===== src/hw/rtl/bstf_pkg.sv =====
// Shared types and constants for the BMP grayscale / threshold byte filter.
// No dependencies; imported by bstf_core, bstf_fifo and the top level.
`timescale 1ns / 1ps

package bstf_pkg;

    // Configuration register indexes
    localparam int CFG_INDEX_W = 2;
    localparam int CFG_DATA_W  = 8;
    localparam logic [CFG_INDEX_W-1:0] CFG_GRAY_MODE = 2'd0;
    localparam logic [CFG_INDEX_W-1:0] CFG_THRESHOLD = 2'd1;

    localparam logic [7:0] THRESHOLD_RESET = 8'd128;

    // Most result bytes one input byte can cause (a red byte completes a pixel)
    localparam int MAX_PUSH = 3;

    // Default depth of the result queue
    localparam int FIFO_DEPTH = 8;

    typedef struct packed {
        logic [7:0] in_byte;
        logic       in_last;
    } in_item_t;

    typedef struct packed {
        logic [7:0] out_byte;
        logic       out_last;
    } out_item_t;

    // Results of one processed byte, handed to the result queue
    typedef struct packed {
        logic [1:0]                   cnt;
        out_item_t [MAX_PUSH-1:0]     item;
    } push_t;

endpackage


===== src/hw/rtl/bstf_core.sv =====
// Header capture, pixel grouping and grayscale / threshold mapping.
// Depends on bstf_pkg; feeds up to three result bytes a cycle into bstf_fifo.
`timescale 1ns / 1ps

module bstf_core (
    input  logic                          clk,
    input  logic                          rst_n,
    input  logic                          src_valid,
    output logic                          src_stall,
    input  bstf_pkg::in_item_t            src_data,
    input  logic                          cfg_we,
    input  logic [bstf_pkg::CFG_INDEX_W-1:0] cfg_index,
    input  logic [bstf_pkg::CFG_DATA_W-1:0]  cfg_data,
    input  logic                          room,
    output bstf_pkg::push_t               push
);
    import bstf_pkg::*;

    localparam logic [31:0] OFFSET_FIRST = 32'd10;
    localparam logic [31:0] OFFSET_LAST  = 32'd13;
    localparam logic [31:0] WIDTH_FIRST  = 32'd18;
    localparam logic [31:0] HEIGHT_LAST  = 32'd25;
    localparam logic [31:0] HEIGHT_FIRST = 32'd22;
    localparam logic [31:0] HEADER_END   = 32'd26;
    localparam logic [7:0]  PIXEL_WHITE  = 8'hff;
    localparam logic [7:0]  PIXEL_BLACK  = 8'h00;
    // floor(s * 683 / 2048) == floor(s / 3) for every s below 2048
    localparam logic [9:0]  RECIP_THREE  = 10'd683;

    // Overwrite one byte lane of a little-endian header word
    function automatic logic [31:0] put_lane(input logic [31:0] word,
                                             input logic [1:0]  lane,
                                             input logic [7:0]  b);
        logic [31:0] w;
        w = word;
        case (lane)
            2'd0:    w[7:0]   = b;
            2'd1:    w[15:8]  = b;
            2'd2:    w[23:16] = b;
            default: w[31:24] = b;
        endcase
        return w;
    endfunction

    // Configuration registers
    logic       gray_mode_reg;
    logic [7:0] threshold_reg;

    // Input register
    logic     s1_valid_reg;
    in_item_t s1_item_reg;

    // Stream state
    logic [31:0] byte_pos_reg,   byte_pos_next;
    logic [31:0] offset_reg,     offset_next;
    logic [31:0] width_reg,      width_next;
    logic [31:0] height_reg,     height_next;
    logic [7:0]  held0_reg,      held0_next;
    logic [7:0]  held1_reg,      held1_next;
    logic [1:0]  phase_reg,      phase_next;
    logic [31:0] col_reg,        col_next;
    logic [31:0] row_reg,        row_next;
    logic [1:0]  pad_reg,        pad_next;
    logic        done_reg,       done_next;

    logic        accept;
    logic        go;
    logic        hdr_ok;
    logic        in_image;
    logic [9:0]  sum;
    logic [19:0] prod;
    logic [7:0]  avg;
    logic [7:0]  pix;
    logic [7:0]  b;
    logic        last;

    assign src_stall = s1_valid_reg && !room;
    assign accept    = src_valid && !src_stall;
    assign go        = s1_valid_reg && room;
    assign b         = s1_item_reg.in_byte;
    assign last      = s1_item_reg.in_last;

    // Average of the held blue and green bytes and the current red byte
    assign sum  = {2'b00, held0_reg} + {2'b00, held1_reg} + {2'b00, b};
    assign prod = 20'(sum) * 20'(RECIP_THREE);
    assign avg  = prod[18:11];
    assign pix  = gray_mode_reg ? avg : ((avg >= threshold_reg) ? PIXEL_WHITE : PIXEL_BLACK);

    // Per-byte state update and result generation
    always_comb
    begin
        byte_pos_next = (byte_pos_reg != 32'hffff_ffff) ? byte_pos_reg + 32'd1 : byte_pos_reg;
        offset_next   = offset_reg;
        width_next    = width_reg;
        height_next   = height_reg;
        held0_next    = held0_reg;
        held1_next    = held1_reg;
        phase_next    = phase_reg;
        col_next      = col_reg;
        row_next      = row_reg;
        pad_next      = pad_reg;
        done_next     = done_reg;

        push.cnt = 2'd1;
        for (int i = 0; i < MAX_PUSH; i++)
        begin
            push.item[i] = '{out_byte: b, out_last: 1'b0};
        end

        // header words; every field starts at a position that is 2 mod 4
        if (byte_pos_reg >= OFFSET_FIRST && byte_pos_reg <= OFFSET_LAST)
            offset_next = put_lane(offset_reg, byte_pos_reg[1:0] - 2'd2, b);
        else if (byte_pos_reg >= WIDTH_FIRST && byte_pos_reg < HEIGHT_FIRST)
            width_next = put_lane(width_reg, byte_pos_reg[1:0] - 2'd2, b);
        else if (byte_pos_reg >= HEIGHT_FIRST && byte_pos_reg <= HEIGHT_LAST)
            height_next = put_lane(height_reg, byte_pos_reg[1:0] - 2'd2, b);

        hdr_ok = offset_next >= HEADER_END &&
                 width_next != 32'd0 && !width_next[31] &&
                 height_next != 32'd0 && !height_next[31];
        in_image = hdr_ok && !done_reg && byte_pos_reg >= HEADER_END &&
                   byte_pos_reg >= offset_next;

        if (!in_image)
        begin
            push.cnt = 2'd1;
        end
        else if (pad_reg != 2'd0)
        begin
            // row padding passes through
            push.cnt = 2'd1;
            pad_next = pad_reg - 2'd1;
            if (pad_reg == 2'd1)
            begin
                row_next = row_reg + 32'd1;
                if (row_next == height_next)
                    done_next = 1'b1;
            end
        end
        else if (phase_reg != 2'd2)
        begin
            // blue or green: hold it, unless the file ends here
            if (phase_reg[0])
                held1_next = b;
            else
                held0_next = b;
            phase_next = phase_reg + 2'd1;
            push.cnt   = 2'd0;
            if (last)
            begin
                if (phase_reg == 2'd0)
                begin
                    push.cnt = 2'd1;
                end
                else
                begin
                    push.cnt = 2'd2;
                    push.item[0].out_byte = held0_reg;
                end
            end
        end
        else
        begin
            // red completes the pixel
            push.cnt = 2'd3;
            for (int i = 0; i < MAX_PUSH; i++)
            begin
                push.item[i].out_byte = pix;
            end
            phase_next = 2'd0;
            col_next   = col_reg + 32'd1;
            if (col_next == width_next)
            begin
                col_next = 32'd0;
                pad_next = width_next[1:0];
                if (width_next[1:0] == 2'd0)
                begin
                    row_next = row_reg + 32'd1;
                    if (row_next == height_next)
                        done_next = 1'b1;
                end
            end
        end

        // end of file: flag the final result and return to the reset state
        if (last)
        begin
            case (push.cnt)
                2'd1:    push.item[0].out_last = 1'b1;
                2'd2:    push.item[1].out_last = 1'b1;
                2'd3:    push.item[2].out_last = 1'b1;
                default: ;
            endcase
            byte_pos_next = '0;
            offset_next   = '0;
            width_next    = '0;
            height_next   = '0;
            held0_next    = '0;
            held1_next    = '0;
            phase_next    = '0;
            col_next      = '0;
            row_next      = '0;
            pad_next      = '0;
            done_next     = 1'b0;
        end

        if (!go)
            push.cnt = 2'd0;
    end

    // Configuration writes
    always_ff @(posedge clk or negedge rst_n)
    begin
        if (!rst_n)
        begin
            gray_mode_reg <= 1'b0;
            threshold_reg <= THRESHOLD_RESET;
        end
        else if (cfg_we)
        begin
            case (cfg_index)
                CFG_GRAY_MODE: gray_mode_reg <= cfg_data[0];
                CFG_THRESHOLD: threshold_reg <= cfg_data;
                default:       ;
            endcase
        end
    end

    // Input register
    always_ff @(posedge clk or negedge rst_n)
    begin
        if (!rst_n)
            s1_valid_reg <= 1'b0;
        else if (accept)
            s1_valid_reg <= 1'b1;
        else if (go)
            s1_valid_reg <= 1'b0;
    end

    always_ff @(posedge clk)
    begin
        if (accept)
            s1_item_reg <= src_data;
    end

    // Stream state registers
    always_ff @(posedge clk or negedge rst_n)
    begin
        if (!rst_n)
        begin
            byte_pos_reg <= '0;
            offset_reg   <= '0;
            width_reg    <= '0;
            height_reg   <= '0;
            held0_reg    <= '0;
            held1_reg    <= '0;
            phase_reg    <= '0;
            col_reg      <= '0;
            row_reg      <= '0;
            pad_reg      <= '0;
            done_reg     <= 1'b0;
        end
        else if (go)
        begin
            byte_pos_reg <= byte_pos_next;
            offset_reg   <= offset_next;
            width_reg    <= width_next;
            height_reg   <= height_next;
            held0_reg    <= held0_next;
            held1_reg    <= held1_next;
            phase_reg    <= phase_next;
            col_reg      <= col_next;
            row_reg      <= row_next;
            pad_reg      <= pad_next;
            done_reg     <= done_next;
        end
    end

`ifndef SYNTH
    // a pixel never has more than two held colour bytes
    a_phase_range: assert property (@(posedge clk) disable iff (!rst_n)
        phase_reg != 2'd3)
        else $error("colour phase out of range");

    // padding only starts on a pixel boundary
    a_pad_on_boundary: assert property (@(posedge clk) disable iff (!rst_n)
        pad_reg != 2'd0 |-> phase_reg == 2'd0)
        else $error("padding pending mid-pixel");

    // a byte held in the input register is not lost while it waits
    a_hold_waits: assert property (@(posedge clk) disable iff (!rst_n)
        (s1_valid_reg && !room) |=> s1_valid_reg && $stable(s1_item_reg))
        else $error("stalled input byte changed");
`endif

endmodule


===== src/hw/rtl/bstf_fifo.sv =====
// Result queue: takes up to three result bytes a cycle, delivers one.
// Depends on bstf_pkg for the item and push types.
`timescale 1ns / 1ps

module bstf_fifo #(
    parameter int DEPTH = bstf_pkg::FIFO_DEPTH
) (
    input  logic                 clk,
    input  logic                 rst_n,
    input  bstf_pkg::push_t      push,
    output logic                 room,
    output logic                 dst_valid,
    input  logic                 dst_stall,
    output bstf_pkg::out_item_t  dst_data
);
    import bstf_pkg::*;

    localparam int PTR_W = (DEPTH > 1) ? $clog2(DEPTH) : 1;
    localparam int CNT_W = $clog2(DEPTH + 1);
    localparam int SUM_W = PTR_W + 2;
    localparam logic [CNT_W-1:0] ROOM_MAX = CNT_W'(DEPTH - MAX_PUSH);

    out_item_t        mem_reg [DEPTH];
    logic [PTR_W-1:0] wr_ptr_reg, wr_ptr_next;
    logic [PTR_W-1:0] rd_ptr_reg, rd_ptr_next;
    logic [CNT_W-1:0] count_reg,  count_next;
    logic [PTR_W-1:0] wr_idx [MAX_PUSH+1];
    logic [SUM_W-1:0] idx_sum;
    logic             pop;

    assign room      = count_reg <= ROOM_MAX;
    assign dst_valid = count_reg != '0;
    assign dst_data  = mem_reg[rd_ptr_reg];
    assign pop       = dst_valid && !dst_stall;

    // Write slots for the pushed bytes, wrapping at the depth
    always_comb
    begin
        for (int i = 0; i <= MAX_PUSH; i++)
        begin
            idx_sum = {2'b00, wr_ptr_reg} + SUM_W'(i);
            if (idx_sum >= SUM_W'(DEPTH))
                idx_sum = idx_sum - SUM_W'(DEPTH);
            wr_idx[i] = idx_sum[PTR_W-1:0];
        end
        wr_ptr_next = wr_idx[0];
        case (push.cnt)
            2'd1:    wr_ptr_next = wr_idx[1];
            2'd2:    wr_ptr_next = wr_idx[2];
            2'd3:    wr_ptr_next = wr_idx[3];
            default: wr_ptr_next = wr_idx[0];
        endcase
        rd_ptr_next = rd_ptr_reg;
        if (pop)
            rd_ptr_next = (rd_ptr_reg == PTR_W'(DEPTH - 1)) ? '0 : rd_ptr_reg + PTR_W'(1);
        count_next = count_reg + CNT_W'(push.cnt) - CNT_W'(pop);
    end

    // Pointers and fill count
    always_ff @(posedge clk or negedge rst_n)
    begin
        if (!rst_n)
        begin
            wr_ptr_reg <= '0;
            rd_ptr_reg <= '0;
            count_reg  <= '0;
        end
        else
        begin
            wr_ptr_reg <= wr_ptr_next;
            rd_ptr_reg <= rd_ptr_next;
            count_reg  <= count_next;
        end
    end

    // Storage
    always_ff @(posedge clk)
    begin
        for (int i = 0; i < MAX_PUSH; i++)
        begin
            if (2'(i) < push.cnt)
                mem_reg[wr_idx[i]] <= push.item[i];
        end
    end

`ifndef SYNTH
    a_count_bound: assert property (@(posedge clk) disable iff (!rst_n)
        count_reg <= CNT_W'(DEPTH))
        else $error("result queue overfilled");

    a_push_needs_room: assert property (@(posedge clk) disable iff (!rst_n)
        push.cnt != 2'd0 |-> room)
        else $error("push without room");

    a_pop_drains: assert property (@(posedge clk) disable iff (!rst_n)
        (pop && push.cnt == 2'd0) |=> count_reg == $past(count_reg) - CNT_W'(1))
        else $error("pop did not reduce fill count");
`endif

endmodule


===== src/hw/rtl/bmp_stream_gray_threshold_filter.sv =====
// Top level of the BMP grayscale / threshold byte-stream filter.
// Depends on bstf_pkg, bstf_core and bstf_fifo.
//
//  channel  direction  handshake             payload
//  src      in         src_valid/src_stall   src_data (in_byte, in_last)
//  dst      out        dst_valid/dst_stall   dst_data (out_byte, out_last)
//  cfg      in         cfg_we                cfg_index, cfg_data
//
// One byte is accepted per cycle while src is not stalled; each result byte
// goes through the input register, then the result queue, to dst. A red
// byte releases three results at once; dst drains one per unstalled cycle.
// src stalls only while the input register is full and the queue has fewer
// than three free slots. Reset clears all stream state and the queue and
// sets gray_mode to 0 and threshold to 128.
`timescale 1ns / 1ps

module bmp_stream_gray_threshold_filter #(
    parameter int FIFO_DEPTH = bstf_pkg::FIFO_DEPTH
) (
    input  logic                             clk,
    input  logic                             rst_n,
    input  logic                             src_valid,
    output logic                             src_stall,
    input  bstf_pkg::in_item_t               src_data,
    output logic                             dst_valid,
    input  logic                             dst_stall,
    output bstf_pkg::out_item_t              dst_data,
    input  logic                             cfg_we,
    input  logic [bstf_pkg::CFG_INDEX_W-1:0] cfg_index,
    input  logic [bstf_pkg::CFG_DATA_W-1:0]  cfg_data
);
    import bstf_pkg::*;

    push_t push;
    logic  room;

    // Per-byte filtering
    bstf_core u_core (
        .clk       (clk),
        .rst_n     (rst_n),
        .src_valid (src_valid),
        .src_stall (src_stall),
        .src_data  (src_data),
        .cfg_we    (cfg_we),
        .cfg_index (cfg_index),
        .cfg_data  (cfg_data),
        .room      (room),
        .push      (push)
    );

    // Result queue
    bstf_fifo #(
        .DEPTH (FIFO_DEPTH)
    ) u_fifo (
        .clk       (clk),
        .rst_n     (rst_n),
        .push      (push),
        .room      (room),
        .dst_valid (dst_valid),
        .dst_stall (dst_stall),
        .dst_data  (dst_data)
    );

endmodule

===== config.mk =====
export PLATFORM = sky130hd
export DESIGN_NAME = bmp_stream_gray_threshold_filter
export DESIGN_NICKNAME = d
export VERILOG_FILES = /design/src/hw/rtl/bstf_pkg.sv /design/src/hw/rtl/bstf_core.sv /design/src/hw/rtl/bstf_fifo.sv /design/src/hw/rtl/bmp_stream_gray_threshold_filter.sv
export SDC_FILE = /design/constraint.sdc
export NUM_CORES = 1
export LEC_CHECK = 0
export BUFFER_PORTS_ARGS = -buffer_cell sky130_fd_sc_hd__buf_4
export CAP_MARGIN = 30
export CELL_PAD_IN_SITES_DETAIL_PLACEMENT = 0
export CELL_PAD_IN_SITES_GLOBAL_PLACEMENT = 1
export CORE_MARGIN = 3
export CORE_UTILIZATION = 52
export CTS_BUF_LIST = sky130_fd_sc_hd__clkbuf_4
export DETAILED_ROUTE_END_ITERATION = 8
export GPL_TIMING_DRIVEN = 0
export PLACE_DENSITY = 0.79
export SYNTH_ARGS = -nofsm -noshare
export SYNTH_HDL_FRONTEND = slang
export SYNTH_SLANG_ARGS = --single-unit

===== constraint.sdc =====
create_clock -name clk -period 10.9 [get_ports clk]
set_clock_uncertainty 0.2 [all_clocks]
set_input_delay 2.18 -clock clk [delete_from_list [all_inputs] [get_ports clk]]
set_output_delay 2.18 -clock clk [all_outputs]
set_load 0.05 [all_outputs]

==> results of run 1 <==
-- power by group --
group	total, W	internal [W]	leakage (nW)	switching (W)
combinational	0.00252	0.000863	5.65	0.00165
sequential	0.00138	0.00132	3.94	0.0000573
clock	0.00116	0.000603	0.686	0.000554
total	0.00505	0.00278	10.3	0.00226
-- worst max-delay path: cells and delay by family (launching register included) --
family / cells / cell delay, ns
flops: 1 / 0.45
fa+ha+maj: 7 / 2.79
mux: 2 / 0.72
compound gates: 14 / 2.83
buf+inv: 7 / 1.55
xor+xnor: 2 / 0.57
simple gates: 5 / 0.68
-- routing by layer --
metal	wire, microns	global-route usage, %	share of wire, %	vias up
li1	-	-	-	9231
met1	31800	44.0	42	9811
met2	35000	52.1	47	874
met3	5530	5.26	7.4	179
met4	2860	13.8	3.8	0
met5	0	0	0	-
-- logic make-up after synthesis --
| kind of cell | count (synthesis) | share of synthesized area [%] |
|---|---|---|
| multiplexers | 143 | 7.52 |
| adder cells (fa/ha/maj) | 156 | 9.39 |
| XOR/XNOR | 172 | 6.68 |
| AND/OR/NAND/NOR | 808 | 18.3 |
| flip-flops | 314 | 36.7 |
| buffers and inverters | 264 | 4.84 |
| AO/OA/AOI/OAI | 564 | 16.6 |
-- metrics by stage --
| stage | area, sq um | cells | utilization [%] |
|---|---|---|---|
| after floorplan | 22500 | 2421 | - |
| after global placement | 23500 | 3032 | 55.4 |
| after detailed placement | 23600 | 3034 | 55.6 |
| after CTS | 24700 | 3194 | 58.3 |
| after global routing | 24800 | 3197 | 58.4 |
| final | 24800 | 3197 | 58.4 |
-- cell type report --
type | instances | area share [%]
multi-input combinational | 1843 | 53.3
sequential | 314 | 33.3
clock buffer | 133 | 4.03
tap | 577 | 2.91
buffer | 148 | 2.65
inverter | 116 | 1.76
timing repair buffer | 37 | 1.34
clock inverter | 27 | 0.641
antenna | 2 | 0.0202
-- synth_stat cells (14+ instances only) --
library cell               count
sky130_fd_sc_hd__nand2_1     241
sky130_fd_sc_hd__dfrtp_1     232
sky130_fd_sc_hd__o21ai_0     172
sky130_fd_sc_hd__nor2_1      165
sky130_fd_sc_hd__ha_1        134
sky130_fd_sc_hd__xnor2_1     122
sky130_fd_sc_hd__nand3_1     119
sky130_fd_sc_hd__inv_1       115
sky130_fd_sc_hd__clkbuf_1    109
sky130_fd_sc_hd__mux2i_1      95
sky130_fd_sc_hd__edfxtp_1     81
sky130_fd_sc_hd__o211ai_1     76
sky130_fd_sc_hd__a21oi_1      73
sky130_fd_sc_hd__nor3_1       53
sky130_fd_sc_hd__xor2_1       50
sky130_fd_sc_hd__nand4_1      43
sky130_fd_sc_hd__nor4_1       39
sky130_fd_sc_hd__a22oi_1      38
sky130_fd_sc_hd__a21o_1       31
sky130_fd_sc_hd__mux2_2       28
sky130_fd_sc_hd__and3_1       24
sky130_fd_sc_hd__fa_1         22
sky130_fd_sc_hd__o21ai_1      20
sky130_fd_sc_hd__mux4_2       18
sky130_fd_sc_hd__o31ai_1      18
sky130_fd_sc_hd__or3_1        17
sky130_fd_sc_hd__o311ai_1     16
sky130_fd_sc_hd__buf_2        14
sky130_fd_sc_hd__nor2b_1      14
-- worst max path at each step --
stage	start	slack, ns	end	cells after the start
5_1_grt	u_core.held0_reg[0]$_DFFE_PN0P_	0.0003	u_fifo.mem_reg[4][3]$_DFFE_PP_	40
2_1_floorplan	u_core.held0_reg[0]$_DFFE_PN0P_	2.10	u_fifo.mem_reg[0][3]$_DFFE_PP_	42
4_1_cts	u_core.b[1]$_DFFE_PP_	0.37	u_fifo.mem_reg[1][8]$_DFFE_PP_	37
6_report	u_core.b[1]$_DFFE_PP_	0.76	u_fifo.mem_reg[1][8]$_DFFE_PP_	37
3_5_place_dp	u_core.b[1]$_DFFE_PP_	0.05	u_fifo.mem_reg[1][8]$_DFFE_PP_	37
3_3_place_gp	u_core.b[1]$_DFFE_PP_	0.19	u_fifo.mem_reg[2][8]$_DFFE_PP_	37
==> results by stage, run 1 <==
Status:
- The run finished with clean final reports.

Global routing:
- The first global-routing pass estimated approximately 120 mm of wire.
- For this run the aggregate overflow at the end of global routing stands at 0.
- The initial antenna violation count is 4.
- The total global routing track utilization is between 30% and 40%.
- The via count of the first global-routing pass was approximately 20000.
- The maximum number of pins on one net before global-route repair is between 80 and 90.

STA:
- The minimum clock period is ~10 ns.
- The final setup slack of the worst path is about 0.76 ns.
- The accumulated negative setup slack is 0 ns.
- The number of endpoints failing setup at the final stage is 0.
- The worst path uses between 90 and 100% of the clock period.
- Setup repair after global routing left no endpoint under its margin.
- The total count of max-transition violations in the final report came to 0.
- Based on the critical path, the design can be clocked at up to roughly 0.1 GHz.
- The hold violation total from the final report was 0.
- For the pin with the worst max-slew slack, the measured transition is about 1.1 ns.
- The max-slew headroom at the worst pin is 28.9%.
- The tightest hold path in the finished design has a slack of around 0.28 ns.

Yosys:
- Each instance of the synthesized netlist takes up on average roughly 9.3 sq um.
- The cell count after synthesis is 2421.
- The share of synthesized area in the top cell type comes to around a quarter.
- Counting flops with a built-in enable in the synthesized netlist gives between 80 and 90.
- The netlist area before placement is between 20000 and 25000 sq um.
- After synthesis, flip-flops and latches occupy around 37% of the total area.
- The Yosys step of the flow raised 0 warnings.
- The share of async-settable or async-resettable flops after synthesis is between 70 and 80%.
- Sorting the synthesized cells by area gives the leading types as sky130_fd_sc_hd__dfrtp_1 26%, sky130_fd_sc_hd__edfxtp_1 11%, sky130_fd_sc_hd__ha_1 7.4%, sky130_fd_sc_hd__xnor2_1 4.7%, sky130_fd_sc_hd__mux2i_1 4.2%.
- In this run, distinct cell masters in the synthesized netlist total 90.
- Of all cell types, the one taking the most synthesized area is sky130_fd_sc_hd__dfrtp_1.
- The total nets after synthesis is between 2000 and 3000.
- Counting flops and latches in the post-synthesis netlist gives 314.
- The most used flip-flop cell after synthesis is sky130_fd_sc_hd__dfrtp_1.

Clock tree:
- The total clock buffers created by CTS is 90.
- The post-CTS resize count is 2.
- The buffer cell driving the clock tree root is sky130_fd_sc_hd__clkbuf_4.
- The clock sink total is roughly 310.
- Once the clock tree was built, the setup fixing pass inserted 0 buffers.
- The cts-stage hold buffer count is 0.
- The clock tree from TritonCTS is built.
- The clock passes through at most 3 buffers.
- The clock latency at the later pin of the worst-skew pair is slightly below 0.9 ns.
- The number of H-tree levels is 3.
- After clock tree synthesis, the clock-pin slew on the worst setup and hold paths is ~0.07 ns.

Floorplan:
- The number of rows created at floorplan is 75.
- The initial core utilization is a little over half.
- The core region is between 40000 and 50000 sq um.
- The area enclosed by the die boundary is 45900 sq um.
- The number of top-level pins is 35.
- The y dimension of the die is 214 microns.
- Measured along the x axis, the die boundary spans roughly 210 microns.

Worst setup path:
- The maximum single-stage delay on the critical path is 0.56 ns.
- STA classifies the critical path endpoint as a flip-flop.
- Along the worst path, the maximum fanout reaches 10.
- The required time of the critical path is ~11 ns.
- The worst setup path is launched from a flip-flop.
- The cell that appears most often on the critical path is sky130_fd_sc_hd__a21o_1.
- The slowest stage of the critical path belongs to the cell sky130_fd_sc_hd__a211oi_1.
- STA puts the critical path data arrival time at approximately 10 ns.
- The number of cells on the worst reg-to-reg path is 37.
- The origin of the critical flop-to-flop path is u_core.b[1]$_DFFE_PP_.
- The category of the critical setup timing path is flip-flop to flip-flop.
- The reg-to-reg setup timing slack is 0.76 ns.
- The reg-to-reg endpoint is u_fifo.mem_reg[1][8]$_DFFE_PP_.

Min path:
- The worst hold path class is flip-flop to flip-flop.
- The launch point of the worst hold path is u_core.width_reg[4]$_DFFE_PN0P_.
- The worst hold path stage count is 2.
- The terminating pin of the worst hold path is u_core.width_reg[4]$_DFFE_PN0P_.

Cells and area:
- The most frequent standard cell in the layout excluding fill and tap cells is sky130_fd_sc_hd__nand2_1.
- The sequential cells in the finished layout cover a total of between 8000 and 9000 sq um.
- The net count of the finished layout is ~2700.
- The number of flip-flops under the largest register name is 72.
- The synthesis-to-finish area growth is 10.0%.
- Cells with a size suffix above 1 make up a little under an eighth of the layout.
- The library cells used most frequently in the layout, excluding fill and tap cells, are 241 x sky130_fd_sc_hd__nand2_1, 232 x sky130_fd_sc_hd__dfrtp_1, 172 x sky130_fd_sc_hd__o21ai_0.
- The footprint of the multi-input gates is about 13000 sq um.
- The number of fill cells is roughly 4000.

Routing:
- The final route contains 20095 vias.
- The number of vias per cell is around 6.3.
- The total routed wirelength is 75.1 mm.
- The detail route stage leaves a number of antenna-violating nets equal to 0.
- The total iterations of the first detailed-routing run is 5.
- The number of DRC markers in iteration 0 is 2123.
- In the final routed layout, each cell accounts on average for ~24 microns.
- The count of unresolved DRC violations after routing is 0.

Placement:
- The setup slack after placement is approximately 0.047 ns.
- The total of buffers placed on input and output ports is 34.
- The congestion estimate from routability-driven global placement came to between 0.9 and 1.
- The final HPWL from detailed placement is 55.0 mm.

Pwr:
- For this design the static power due to leakage is between 10 and 15 nW.
- The total power consumption of the routed design is slightly above 0.005 W.
- The peak ir drop on the vdd network is 0.292 mV.
- The ratio of total power to cell area is about 200 nW/um^2.

Job:
- Max-cap violations in this run came to 0.
Power figures use the tool's default switching activity.
==> run 2: changes to the inputs <==
CORE_UTILIZATION = 55   (was 52)
CTS_BUF_LIST = not set   (was sky130_fd_sc_hd__clkbuf_4)
PLACE_DENSITY = 0.83   (was 0.79)
clock period = 11.7 ns   (was 10.9 ns; I/O delays follow)
==> results by stage, run 2 (synthesis gave the netlist of run 1 again) <==
Clock tree:
- The buffer cell driving the clock tree root is sky130_fd_sc_hd__clkbuf_16.
- The number of H-tree levels is 2 (-1).
- The clock edge transition at the registers on the reported setup and hold paths is 0.07 ns (about the same).
- The clock tree buffer depth is 3 (unchanged).
- TritonCTS built the clock tree.
- The clock latency at the later pin of the worst-skew pair is 0.57 ns (-0.30 ns).
- The clock sink total is 314 (unchanged).
- The total clock buffers created by CTS is 37 (-59%).

Min path:
- The tightest min-delay check is of the flip-flop to flip-flop type.

Placement:
- The global placer's final weighted congestion was 0.933 (+1.1%).
- The final HPWL from detailed placement is 54.3 mm (-1.2%).
- The placed cell area came to 23500 sq um (-0.21%).
- The total of buffers placed on input and output ports is 34 (unchanged).

Worst setup path:
- The most numerous cell type found on the critical path is sky130_fd_sc_hd__inv_1.
- Among cell families on the critical path, the largest total delay comes from compound AO/OA/AOI/OAI gates.
- The number of buffer and inverter instances along the worst setup path is 8 (+1).
- The critical path data arrival time is 10.80 ns (+0.33 ns).
- The worst setup path is captured at a flip-flop.
- The maximum single-stage delay on the critical path is 0.72 ns (+0.16 ns).
- Among all stages on the critical path, the largest delay is contributed by sky130_fd_sc_hd__mux2i_1.
- The startpoint class of the critical path is a flip-flop.
- The required time of the critical path came to 11.75 ns (+0.52 ns).
- The maximum fanout along the worst path is 10 (unchanged).
- The worst setup path is of the flip-flop to flip-flop kind.

Pwr:
- The total leakage power is 10.3 nW (-0.23%).
- The peak ir drop on the vdd network is 0.190 mV (-35%).
- The ratio of total power to cell area is 199 nW/um^2 (-2.5%).

Job:
- The number of maximum-capacitance constraint violations is 0 (unchanged).

STA:
- Setup repair after global routing left no endpoint under its margin.
- The hold violation total from the final report came to 0 (unchanged).
- The accumulated negative setup slack is 0 ns (unchanged).
- The number of endpoints failing setup at the final stage is 0 (unchanged).
- The achievable frequency came to 0.0930 GHz (-5.6%).
- The max-slew headroom at the worst pin was 34.0% (+5.1 points).
- The post-route clock period utilization is 91.9% (-1.2 points).
- The total count of max-transition violations in the final report is 0 (unchanged).
- The slew at the pin with the worst max-slew slack is 0.982 ns (-0.0752 ns).
- The minimum clock period was 10.75 ns (+0.603 ns).

Floorplan:
- The number of top-level pins is 35 (unchanged).
- The chip width is 208 microns (-2.7%).
- The area enclosed by the die boundary is 43400 sq um (-5.3%).
- The core area was 40100 sq um (-5.5%).
- The y dimension of the die is 208 microns (-2.7%).
- The initial core utilization is 56.2% (+3.1 points).
- The number of rows created at floorplan came to 73 (-2.7%).

Global routing:
- The first-pass GRT wire length is 115 mm (-1.7%).
- The total global routing track utilization is 33.7% (+1.2 points).
- The via count of the first global-routing pass is 19507 (-2.1%).
- The maximum number of pins on one net before global-route repair is 95 (+6.7%).
- The initial antenna violation count is 1 (-3).
- The final global-route overflow total is 0 (unchanged).

Routing:
- The number of vias per cell is 6.58 (+4.6%).
- The total iterations of the first detailed-routing run is 6 (+1).
- The mean routed wirelength per cell came to 24.3 microns (+3.5%).
- The total routed wirelength was 74.2 mm (-1.2%).
- The count of unresolved DRC violations after routing was 0 (unchanged).
- The number of DRC markers in iteration 0 is 2339 (+10%).
- The remaining number of nets flagged by the antenna check after routing was 0 (unchanged).
- The total via count in the routed design is 20065 (-0.15%).

Cells and area:
- Leaving out fill and tap cells, the most frequent cells in the layout are 241 x sky130_fd_sc_hd__nand2_1, 232 x sky130_fd_sc_hd__dfrtp_1, 172 x sky130_fd_sc_hd__o21ai_0.
- The post-route cell area came to 24900 sq um (+0.53%).
- The area growth from synthesis to layout is 10.6%.
- The number of antenna repair diodes came to 0 (-2).
- The number of flip-flops under the largest register name is 72 (unchanged).
- Leaving out fill and tap cells, the most frequent cell in the layout is sky130_fd_sc_hd__nand2_1.
- The number of nets in the layout is 2677 (-1.9%).
- The share of cells above drive strength 1 came to 9.11% (-2.6 points).
- The number of fill cells is 3396 (-13%).

Status:
- The flow ran to the end, and the final reports show no timing, DRC or antenna violations.
[run 2: cell types whose count changed in the layout (fill, tap and decap cells not counted), moves of 3 or more]
cell                         change
sky130_fd_sc_hd__bufinv_16       +5
sky130_fd_sc_hd__clkbuf_16      +39
sky130_fd_sc_hd__clkbuf_4      -133
sky130_fd_sc_hd__clkbuf_8        +4
sky130_fd_sc_hd__clkinv_1       -21
sky130_fd_sc_hd__clkinv_4        +6
sky130_fd_sc_hd__clkinvlp_4      +6
sky130_fd_sc_hd__inv_6           +3
[run 2: final timing paths]
check                                                  from                             endpoint  slack, ns  depth (start not counted)
min                        u_core.height_reg[1]$_DFFE_PN0P_     u_core.height_reg[1]$_DFFE_PN0P_       0.28                          2
min reg2reg                u_core.height_reg[1]$_DFFE_PN0P_     u_core.height_reg[1]$_DFFE_PN0P_       0.28                          2
max in group asynchronous                             rst_n       u_core.row_reg[19]$_DFFE_PN0P_       8.84                          2
max reg2reg                           u_core.b[1]$_DFFE_PP_       u_fifo.mem_reg[2][8]$_DFFE_PP_       0.95                         38
min in group asynchronous                             rst_n  u_core.threshold_reg[1]$_DFFE_PN0P_       1.52                          1
max                                   u_core.b[1]$_DFFE_PP_       u_fifo.mem_reg[2][8]$_DFFE_PP_       0.95                         38
[run 2: final cells by class]
cell class	count	area, sq um	share of cell area [%]
Tap cell	525	657	2.64
Clock inverter	25	352	1.41
Buffer	148	656	2.63
Inverter	116	435	1.75
Multi-Input combinational cell	1843	13200	52.9
Clock buffer	43	1030	4.14
Timing Repair Buffer	37	333	1.34
Sequential cell	314	8260	33.2
[run 2: power breakdown]
group,switching [W],leakage (nW),internal [W],total [W]
combinational,0.00154,5.66,0.000802,0.00234
clock,0.000526,0.655,0.000796,0.00132
sequential,0.0000543,3.94,0.00123,0.00128
total,0.00212,10.3,0.00283,0.00495
[run 2: routing by layer]
metal	global-route usage (%)	wire (microns)	vias to the layer above	part of all wire, %
met2	54.6	34500	1062	46
met3	4.78	6320	192	8.5
met4	13.2	3090	0	4.2
met1	45.9	30400	9766	41
met5	0	0	-	0
li1	-	-	9045	-
[run 2: stage by stage]
step	utilization, %	hold WS (ns)	setup slack, ns	total power [W]	cells
2_1_floorplan	-	0.243	2.90	0.00287	2421
3_3_place_gp	58.5	0.259	1.01	0.00356	2980
3_5_place_dp	58.7	0.270	0.808	0.00361	2983
4_1_cts	62.1	0.283	0.718	0.00494	3051
5_1_grt	62.2	0.313	0.185	0.00525	3051
6_report	62.2	0.285	0.952	0.00495	3051
[run 2: worst reg2reg max path, delay by kind of cell (launching register included)]
kind / cells / cell delay (ns)
adder cells (fa/ha/maj): 7 / 2.87
AO/OA/AOI/OAI: 14 / 2.88
flip-flops: 1 / 0.45
XOR/XNOR: 1 / 0.40
AND/OR/NAND/NOR: 6 / 0.82
buffers and inverters: 8 / 1.89
multiplexers: 2 / 0.94
[run 2: repair_timing]
action | 4_1_cts | 5_1_grt
endpoints found under the setup margin | 0 | 10
gates resized for setup | 0 | 1
setup buffers | 0 | 0
hold buffers | 0 | 0
